[config.mk]
export PLATFORM = sky130hd
export DESIGN_NAME = edge_period_frequency_meter_core
export DESIGN_NICKNAME = d
export VERILOG_FILES = /design/src/rtl/epfm_pkg.sv /design/src/rtl/epfm_alu.sv /design/src/rtl/epfm_csr.sv /design/src/rtl/edge_period_frequency_meter_core.sv
export SDC_FILE = /design/constraint.sdc
export NUM_CORES = 2
export LEC_CHECK = 0
export ABC_AREA = 1
export BUFFER_PORTS_ARGS = -buffer_cell sky130_fd_sc_hd__buf_2
export CELL_PAD_IN_SITES_DETAIL_PLACEMENT = 2
export CELL_PAD_IN_SITES_GLOBAL_PLACEMENT = 2
export CORE_UTILIZATION = 30
export CTS_BUF_LIST = sky130_fd_sc_hd__clkbuf_4 sky130_fd_sc_hd__clkbuf_8 sky130_fd_sc_hd__clkbuf_16
export DETAILED_ROUTE_END_ITERATION = 16
export PLACE_DENSITY = 0.69
export SYNTH_ARGS = -nofsm -noshare
export SYNTH_HDL_FRONTEND = slang
export SYNTH_SLANG_ARGS = --single-unit
[constraint.sdc]
create_clock -name clock -period 11.85 [get_ports clock]
set_input_delay 1.185 -clock clock [delete_from_list [all_inputs] [get_ports clock]]
set_output_delay 1.185 -clock clock [all_outputs]
set_load 0.03 [all_outputs]
[src/rtl/epfm_pkg.sv]
// ============================================================================
// Edge period frequency meter package
// Field widths, register indexes, reset values and shared types.
// ============================================================================
package epfm_pkg;

   // Field widths
   localparam int CLK_W       = 29;
   localparam int PRE_W       = 16;
   localparam int CV_W        = 16;
   localparam int FREQ_W      = 29;
   localparam int HALF_W      = 28;
   localparam int DIVISOR_W   = PRE_W + 1 + CLK_W;

   // Channel widths
   localparam int REQ_TDATA_W = 16;
   localparam int RSP_TDATA_W = 64;
   localparam int CSR_IDX_W   = 1;
   localparam int CSR_DATA_W  = 29;

   // Default parameter values
   localparam int COUNTER_BITS_DEF  = 16;
   localparam int OVERFLOW_BITS_DEF = 16;

   // Register indexes
   localparam logic [CSR_IDX_W-1:0] CSR_CLOCK_HZ = 1'b0;
   localparam logic [CSR_IDX_W-1:0] CSR_PRESCALE = 1'b1;

   // Register reset values
   localparam logic [CLK_W-1:0] CLOCK_HZ_RESET = 29'd180000000;
   localparam logic [PRE_W-1:0] PRESCALE_RESET = 16'd1799;

   // Item kinds on req_tuser
   localparam logic REQ_OVERFLOW = 1'b0;
   localparam logic REQ_EDGE     = 1'b1;

   // Configuration seen by the datapath
   typedef struct packed {
      logic [CLK_W-1:0] clock_hz;
      logic [PRE_W-1:0] prescale;
   } cfg_type;

endpackage

[src/rtl/epfm_alu.sv]
// ============================================================================
// Shared subtract and compare unit
// Gives a - b and a borrow flag that is set when b exceeds a.
// ============================================================================
module epfm_alu
   import epfm_pkg::*;
#(
   parameter int WIDTH = DIVISOR_W + 1
) (
   input  logic [WIDTH-1:0] alu_a,
   input  logic [WIDTH-1:0] alu_b,
   output logic [WIDTH-1:0] alu_diff,
   output logic             alu_borrow
);

   // Subtract with one extra bit to catch the borrow
   assign {alu_borrow, alu_diff} = {1'b0, alu_a} - {1'b0, alu_b};

endmodule

[src/rtl/epfm_csr.sv]
// ============================================================================
// Configuration registers
// Holds the clock frequency and timer prescaler written over the csr port.
// ============================================================================
module epfm_csr
   import epfm_pkg::*;
(
   input  logic                  clock,
   input  logic                  reset,
   input  logic                  csr_valid,
   output logic                  csr_ready,
   input  logic [CSR_IDX_W-1:0]  csr_index,
   input  logic [CSR_DATA_W-1:0] csr_wdata,
   output cfg_type               cfg
);

   cfg_type cfg_ff;
   cfg_type cfg_in;

   // Always take a write
   assign csr_ready = 1'b1;
   assign cfg       = cfg_ff;

   // Decode the register index
   always_comb begin
      cfg_in = cfg_ff;
      if (csr_valid) begin
         unique case (csr_index)
            CSR_CLOCK_HZ: cfg_in.clock_hz = csr_wdata[CLK_W-1:0];
            CSR_PRESCALE: cfg_in.prescale = csr_wdata[PRE_W-1:0];
            default:      cfg_in = cfg_ff;
         endcase
      end
   end

   always_ff @(posedge clock) begin
      if (reset) begin
         cfg_ff.clock_hz <= CLOCK_HZ_RESET;
         cfg_ff.prescale <= PRESCALE_RESET;
      end else begin
         cfg_ff <= cfg_in;
      end
   end

endmodule

[src/rtl/edge_period_frequency_meter_core.sv]
// ============================================================================
// Edge period frequency meter
// Reciprocal frequency counter: elapsed timer ticks between sensor edges,
// scaled by the prescaler, divide the core clock to give the edge frequency.
// ============================================================================
//
//   Channel | Direction | Handshake             | Payload
//   --------+-----------+-----------------------+------------------------------
//   req     | in        | req_tvalid/req_tready | tuser kind, tdata timer value
//   rsp     | out       | rsp_tvalid/rsp_tready | tdata frequency, half freq
//   csr     | in        | csr_valid/csr_ready   | csr_index, csr_wdata
//
// An overflow item is taken while the sequencer is idle and gives no result.
// An edge item holds the block through S_ELAPSED, S_RANGE, S_MUL, the 29
// steps of restoring division on the shared subtractor in S_DIV, and S_DONE
// that loads its result (S_RANGE goes straight to S_DONE when the elapsed
// time is zero, backwards or above clock_hz ticks). Reset returns registers
// to their defaults and clears the count state. A result held in the output
// stalls only the next edge item, in S_DONE; idle overflows are still taken.
//
module edge_period_frequency_meter_core
   import epfm_pkg::*;
#(
   parameter int COUNTER_BITS  = COUNTER_BITS_DEF,
   parameter int OVERFLOW_BITS = OVERFLOW_BITS_DEF
) (
   input  logic                   clock,
   input  logic                   reset,
   // Input items
   input  logic                   req_tvalid,
   output logic                   req_tready,
   input  logic [REQ_TDATA_W-1:0] req_tdata,  // [15:0] counter_value
   input  logic                   req_tuser,  // [0] req_type
   // Result items
   output logic                   rsp_tvalid,
   input  logic                   rsp_tready,
   output logic [RSP_TDATA_W-1:0] rsp_tdata,  // [28:0] frequency,
                                              // [56:29] half_frequency
   // Configuration writes
   input  logic                   csr_valid,
   output logic                   csr_ready,
   input  logic [CSR_IDX_W-1:0]   csr_index,
   input  logic [CSR_DATA_W-1:0]  csr_wdata
);

   localparam int SPAN_W = COUNTER_BITS + OVERFLOW_BITS;
   localparam int ALU_W  = (SPAN_W > DIVISOR_W + 1) ? SPAN_W : DIVISOR_W + 1;
   localparam int STEP_W = $clog2(CLK_W);
   localparam int PAD_W  = RSP_TDATA_W - FREQ_W - HALF_W;

   // Sequencer states
   localparam logic [2:0] S_IDLE    = 3'd0;
   localparam logic [2:0] S_ELAPSED = 3'd1;
   localparam logic [2:0] S_RANGE   = 3'd2;
   localparam logic [2:0] S_MUL     = 3'd3;
   localparam logic [2:0] S_DIV     = 3'd4;
   localparam logic [2:0] S_DONE    = 3'd5;

   cfg_type                cfg;

   logic [2:0]             state_ff,      state_in;
   logic [SPAN_W-1:0]      span_ff,       span_in;
   logic [COUNTER_BITS-1:0]  prev_ff,     prev_in;
   logic [OVERFLOW_BITS-1:0] ovf_ff,      ovf_in;
   logic [SPAN_W-1:0]      elapsed_ff,    elapsed_in;
   logic [DIVISOR_W-1:0]   divisor_ff,    divisor_in;
   logic [DIVISOR_W-1:0]   rem_ff,        rem_in;
   logic [CLK_W-1:0]       quot_ff,       quot_in;
   logic [STEP_W-1:0]      step_ff,       step_in;
   logic [FREQ_W-1:0]      last_freq_ff,  last_freq_in;
   logic                   rsp_valid_ff,  rsp_valid_in;
   logic [FREQ_W-1:0]      rsp_freq_ff,   rsp_freq_in;

   logic [ALU_W-1:0]       alu_a;
   logic [ALU_W-1:0]       alu_b;
   logic [ALU_W-1:0]       alu_diff;
   logic                   alu_borrow;

   logic [COUNTER_BITS-1:0] now;
   logic [DIVISOR_W:0]      rem_shift;
   logic [PRE_W:0]          ticks_per_count;
   logic [DIVISOR_W-1:0]    product;

   epfm_csr u_csr (
      .clock     (clock),
      .reset     (reset),
      .csr_valid (csr_valid),
      .csr_ready (csr_ready),
      .csr_index (csr_index),
      .csr_wdata (csr_wdata),
      .cfg       (cfg)
   );

   epfm_alu #(
      .WIDTH (ALU_W)
   ) u_alu (
      .alu_a      (alu_a),
      .alu_b      (alu_b),
      .alu_diff   (alu_diff),
      .alu_borrow (alu_borrow)
   );

   // Captured timer value at this counter width
   assign now = COUNTER_BITS'(req_tdata[CV_W-1:0]);

   // Next partial remainder of the division
   assign rem_shift = {rem_ff, quot_ff[CLK_W-1]};

   // Clocks per elapsed count times elapsed counts
   assign ticks_per_count = {1'b0, cfg.prescale} + 1'b1;
   assign product = DIVISOR_W'(ticks_per_count) * DIVISOR_W'(CLK_W'(elapsed_ff));

   // Steer the shared subtractor
   always_comb begin
      unique case (state_ff)
         S_ELAPSED: begin
            alu_a = ALU_W'(span_ff);
            alu_b = ALU_W'(prev_ff);
         end
         S_RANGE: begin
            alu_a = ALU_W'(cfg.clock_hz);
            alu_b = ALU_W'(elapsed_ff);
         end
         S_DIV: begin
            alu_a = ALU_W'(rem_shift);
            alu_b = ALU_W'(divisor_ff);
         end
         default: begin
            alu_a = '0;
            alu_b = '0;
         end
      endcase
   end

   // Sequencer and datapath updates
   always_comb begin
      state_in     = state_ff;
      span_in      = span_ff;
      prev_in      = prev_ff;
      ovf_in       = ovf_ff;
      elapsed_in   = elapsed_ff;
      divisor_in   = divisor_ff;
      rem_in       = rem_ff;
      quot_in      = quot_ff;
      step_in      = step_ff;
      last_freq_in = last_freq_ff;
      rsp_valid_in = rsp_valid_ff & ~rsp_tready;
      rsp_freq_in  = rsp_freq_ff;

      unique case (state_ff)
         S_IDLE: begin
            if (req_tvalid) begin
               if (req_tuser == REQ_EDGE) begin
                  span_in  = {ovf_ff, now};
                  state_in = S_ELAPSED;
               end else if (ovf_ff != '1) begin
                  ovf_in = ovf_ff + 1'b1;
               end
            end
         end
         S_ELAPSED: begin
            // Backwards edge counts as no elapsed time
            elapsed_in = alu_borrow ? '0 : alu_diff[SPAN_W-1:0];
            prev_in    = span_ff[COUNTER_BITS-1:0];
            ovf_in     = '0;
            state_in   = S_RANGE;
         end
         S_RANGE: begin
            priority if (elapsed_ff == '0) begin
               state_in = S_DONE;
            end else if (alu_borrow) begin
               // More elapsed ticks than clock_hz
               last_freq_in = '0;
               state_in     = S_DONE;
            end else begin
               state_in = S_MUL;
            end
         end
         S_MUL: begin
            divisor_in = product;
            rem_in     = '0;
            quot_in    = cfg.clock_hz;
            step_in    = '0;
            state_in   = S_DIV;
         end
         S_DIV: begin
            // Restoring division, one quotient bit a cycle
            rem_in  = alu_borrow ? rem_shift[DIVISOR_W-1:0] : alu_diff[DIVISOR_W-1:0];
            quot_in = {quot_ff[CLK_W-2:0], ~alu_borrow};
            if (step_ff == STEP_W'(CLK_W - 1)) begin
               last_freq_in = quot_in;
               state_in     = S_DONE;
            end else begin
               step_in = step_ff + 1'b1;
            end
         end
         S_DONE: begin
            if (!rsp_valid_ff || rsp_tready) begin
               rsp_valid_in = 1'b1;
               rsp_freq_in  = last_freq_ff;
               state_in     = S_IDLE;
            end
         end
         default: begin
            state_in = S_IDLE;
         end
      endcase
   end

   always_ff @(posedge clock) begin
      if (reset) begin
         state_ff     <= S_IDLE;
         prev_ff      <= '0;
         ovf_ff       <= '0;
         last_freq_ff <= '0;
         rsp_valid_ff <= 1'b0;
      end else begin
         state_ff     <= state_in;
         prev_ff      <= prev_in;
         ovf_ff       <= ovf_in;
         last_freq_ff <= last_freq_in;
         rsp_valid_ff <= rsp_valid_in;
      end
   end

   always_ff @(posedge clock) begin
      span_ff     <= span_in;
      elapsed_ff  <= elapsed_in;
      divisor_ff  <= divisor_in;
      rem_ff      <= rem_in;
      quot_ff     <= quot_in;
      step_ff     <= step_in;
      rsp_freq_ff <= rsp_freq_in;
   end

   // Drive the channels
   assign req_tready = (state_ff == S_IDLE);
   assign rsp_tvalid = rsp_valid_ff;
   assign rsp_tdata  = {{PAD_W{1'b0}}, rsp_freq_ff[FREQ_W-1:1], rsp_freq_ff};

endmodule

Word-level counts from Yosys, hierarchy flattened
Cells that the tools add are included.

storage, ports and cells
  word-level logic and storage cells = 78
  bits of input ports = 52
  register bits after elaboration = 329
  output and inout port bits = 67

cells by class
  add/subtract/negate cells = 4
  eq/ne operators = 16
  multiply operators = 1
  reduce and logical (&&, ||, !) cells = 15
  bitwise operators = 4
  multiplexer cells = 24

operator list
  cell                                           count
  one-hot mux 47 bit (3 select lines)            1
  one-hot mux 46 bit (3 select lines)            1
  one-hot mux 29 bit (2 select lines)            2
  one-hot mux 46 bit (2 select lines)            1
  2-to-1 mux 29 bit                              3
  2-to-1 mux 16 bit                              3
  subtractor 47 x 46 -> 48 bit                   1
  multiplier 17 x 29 -> 46 bit                   1
  2-to-1 mux 46 bit                              1
  zero test 32 bit                               1
  one-hot mux 16 bit (2 select lines)            1
  2-to-1 mux 3 bit                               6
  one-hot mux 3 bit (6 select lines)             1
  adder 16 x 1 -> 17 bit, second input constant  1
  adder 16 x 1 -> 16 bit, second input constant  1
  inequality test 16 bit, second input constant  1
  inequality test 2 bit, second input constant   7
  AND reduction 4 bit                            3
  one-hot mux 5 bit (2 select lines)             1
  AND reduction 2 bit                            4
  == test 3 x 2 -> 1 bit, second input constant  2
  == test 3 bit, second input constant           2
  nonzero test 2 bit                             3
  adder 5 x 1 -> 5 bit, second input constant    1
  other kinds (11)                               15

Logic depth before layout (Yosys ltp)
  depth after elaboration = 6
  gate-level depth with buffers = 35
  mapped depth without buffers = 35

By module
Synthesis repeated with hierarchy kept, for this count alone.

unflattened totals
  cells, all modules = 4619
  area, all modules = 34899.7 sq um

by module, submodules not included
  module                            area an instance (sq um)  seq. area each (sq um)  instances  cells each
  edge_period_frequency_meter_core  28732.6                   7877.6                  1          3451
  epfm_alu                          4431.8                    0.0                     1          929
  epfm_csr                          1735.4                    900.9                   1          239

Least setup slack after synthesis
Ideal clock, no wire load.

  kind = flip-flop to flip-flop
  start = register u_csr.cfg_ff (netlist bit u_csr.cfg[0])
  end = register divisor_ff[33] (data pin)
  path slack = 5.447 ns
  required time = 11.591 ns
  library setup time = 0.259 ns
  path buffers = 1
  arrival = 6.144 ns
  clock period less this slack = 6.403 ns
  cell stages (with the launch flop) = 33
  path through = dfxtp_1 ha_1 nand2_1 nor2_1 nand4_1 nor2_1 nand2_1 o21ai_0 nand2_1 inv_2 clkbuf_1 nand2_1 fa_1 inv_1 fa_1 inv_1 fa_1 inv_1 fa_1 fa_1 inv_1 fa_1 inv_1 ha_1 nand2_1 nor2_1 inv_1 nor4_1 nand2_1 nand3_1 nand2_1 nand2_1 xor2_1

between the ends
  cells in the longest elaborated chain, start to end = 2

RTL lines
  what                          RTL line                                 source
  start: declaration            epfm_csr.sv:17                           cfg_type cfg_ff;
  start signal: assignment      epfm_csr.sv:41                           cfg_ff <= cfg_in;
  adder 16 x 1 -> 17 bit        edge_period_frequency_meter_core.sv:110  assign ticks_per_count = {1'b0, cfg.prescale} + 1'b1;
  multiplier 17 x 29 -> 46 bit  edge_period_frequency_meter_core.sv:111  assign product = DIVISOR_W'(ticks_per_count) * DIVISOR_W'(CLK_W'(elapsed_ff));
  net product[33]               edge_period_frequency_meter_core.sv:82   logic [DIVISOR_W-1:0] product;
  end signal: assignment        edge_period_frequency_meter_core.sv:229  divisor_ff <= divisor_in;
  end: declaration              edge_period_frequency_meter_core.sv:66   logic [DIVISOR_W-1:0] divisor_ff, divisor_in;

The timed path passes the listed nets, and every way through them passes these cells.
A chain may end at the register's enable or synchronous reset.

Worst setup path in the final report
  start = register u_csr.cfg_ff (netlist bit u_csr.cfg[0])
  end = register divisor_ff[26] (data pin)

The elaborated chain is that of the path after synthesis.

==> qor.csv <==
metric;value;unit
Worst slew margin;11.12;%
layout cells sized above 1;5.995;%
final setup violating endpoints;0;
post-synthesis register bit count;329;
Reg clk slew, reported paths;0.06;ns
# DRC;0;
Bufs on Longest Clock Path;3;
Startpoint Class;flop;
fin crit period;8.187;ns
max-slew violation count;0;
CTS H-tree depth;2;
top cell type's share of synthesized area;24.32;%
std cell rows;121;
RSZ-0062 raised after global routing;false;
die span in y;335.4;µm
CTS tree;done;
Synth async-reset ratio;0;%
Hold Crit Start;last_freq_ff[10]$_SDFFE_PP0P_;
max cap viols;0;
FILL cells;12590;
buffer count from post-CTS setup fixing;0;
Area growth syn-to-layout;9.982;%
initial DRC count;1605;
crit path from;u_csr.cfg[0]$_SDFFE_PP1P_;
vias in the first global route;31870;
CP Capture Type;flop;
most frequent CP cell;nand2_1;
DR pass1 iterations;5;
Fmax;0.1221;GHz
top_reg_cell synth;edfxtp_1;
largest cells by area after synthesis;fa_1 (24%), edfxtp_1 (20%), nand2_1 (11%), inv_1 (10%), dfxtp_1 (6.6%);
Initial Util;30.46;%
worst path bufs/invs;4;
Clock Skew;0.05720;ns
EDFF count, synth;219;
status;completed;
Yosys cell types;50;
total routed wirelength;136300;µm
ANT nets after route;0;
worst path required time;12.15;ns
crit path max fanout;18;
WL/cell;23.85;µm
Syn Inst Count;4188;
worst hold path type;reg2reg;
via count;28500;
sequential-to-total area share from yosys stat;26.33;%
port buffer count;110;
CP peak stage delay;0.56;ns
crit-path leading delay family;adder cells;
first-pass GRT wire length;205200;µm
I/O pins;119;
Hold Vio Cnt, Final;0;
Crit-path slowest cell;fa_1;
via/cell ratio;4.987;
Fin Setup TNS;0;ns
die width;335.4;µm
CTS buffer count;42;
Synthesis Warnings;0;
Die Area;112500;µm²
Crit Path Category;reg2reg;
Final Util;33.50;%
core area;109500;µm²
Syn Std Cell Area;33340;µm²
Synth area leader;fa_1;
Placer Congestion;0.9555;
Final Cycle Share;69.09;%
clk root buf;clkbuf_16;
reg2reg start;u_csr.cfg[0]$_SDFFE_PP1P_;
largest net degree at the start of global routing;73;
Min Hold Slack;0.4343;ns
CTS sink cnt;329;
actual slew at the worst max-slew pin;1.333;ns
Layout Nets;4831;
Detailed Place HPWL;109500;µm
crit path DAT;8.49;ns
Post-Syn Area per Cell;7.961;µm²
total gr overflow;0;
Clk Latency, worst-skew pair;0.62;ns
CTS resizes;0;
hold buffers post-CTS;0;
total track usage;24.56;%
initial antenna violation count;2;
state kept, by name, summed over array words and instances, names as in the netlist, 16 cells and up:
signal        cells
divisor_ff       46
elapsed_ff       32
last_freq_ff     29
ovf_ff           16
prev_ff          16
quot_ff          29
rem_ff           46
rsp_freq_ff      29
span_ff          32
u_csr.cfg        45
metrics by stage:
step                      cell area (µm²)  std cells  setup WS, ns
final                               36670       5714         3.663
after global routing                36670       5714         3.220
after CTS                           36670       5713         3.681
after detailed placement            35170       5636         3.686
after global placement              35170       5636         4.045
after floorplan                     33360       4194         5.447
cells in the mapped netlist, types with 2 or more instances:
library cell    n
a211oi_1        6
a21boi_0        4
a21o_1          9
a21oi_1       210
a221oi_1       14
a22o_1          3
a31oi_1         6
and2_1          3
and3_1          8
buf_1          10
buf_2          28
buf_4          40
buf_6           4
clkbuf_1       98
clkinv_1        8
conb_1          2
dfxtp_1       110
edfxtp_1      219
fa_1          405
ha_1          170
inv_1         909
inv_2           8
nand2_1       958
nand3_1       137
nand3_4         2
nand4_1        35
nor2_1        398
nor2_2          2
nor3_1         28
nor4_1          8
o211ai_1       45
o21a_1          8
o21ai_0       158
o21ai_1         3
o21bai_1       18
o22ai_1        23
or2_2           5
xnor2_1        23
xor2_1         52
final cells by class:
type                       count  area, µm²  share of cell area, %
inverter                     925       3477                  9.482
sequential                   329       8778                  23.94
multi-input combinational   2760      20250                  55.22
clock inverter                14      211.5                 0.5767
timing repair buffer         146      820.8                  2.238
clock buffer                  63       1282                  3.497
antenna                        1      2.502               0.006824
tap                         1476       1847                  5.036
worst paths after layout:
path / end / slack (ns) / cells after the start
worst max register to register: divisor_ff[26]$_DFFE_PP_ / 3.66 / 28
worst max-delay path: divisor_ff[26]$_DFFE_PP_ / 3.66 / 28
worst min-delay path: rsp_freq_ff[10]$_DFFE_PP_ / 0.43 / 0
worst min register to register: rsp_freq_ff[10]$_DFFE_PP_ / 0.43 / 0
kinds of logic after synthesis:
family	after synthesis	synth area share, %
AOI/OAI and AO/OA	511	8.710
xor gates and xnor gates	75	1.970
adders and majority gates	575	30.70
buffers and inverters	1105	13.09
DFF	329	26.33
other	2	0.02253
and+or+nand+nor	1591	19.18
routing by layer:
metal | GRT usage [%] | wire (µm) | vias to the layer above
met5 | 0 | 0 | -
met4 | 6.849 | 3942 | 0
met3 | 2.195 | 4736 | 138
met2 | 41.33 | 65030 | 500
met1 | 33.53 | 62570 | 15000
li1 | - | - | 12860
cells in the final DEF, fill, tap and decap left out, drive strengths merged, types with 45 or more instances in the layout:
cell	n
nand2	960
inv	920
fa	405
nor2	400
edfxtp	219
a21oi	212
ha	170
o21ai	161
buf	146
nand3	139
dfxtp	110
clkbuf	63
xor2	52
o211ai	45
Power is left out: the tool's default activity adds up to more than one toggle a clock period on the data nets, which glitch-free logic cannot reach.
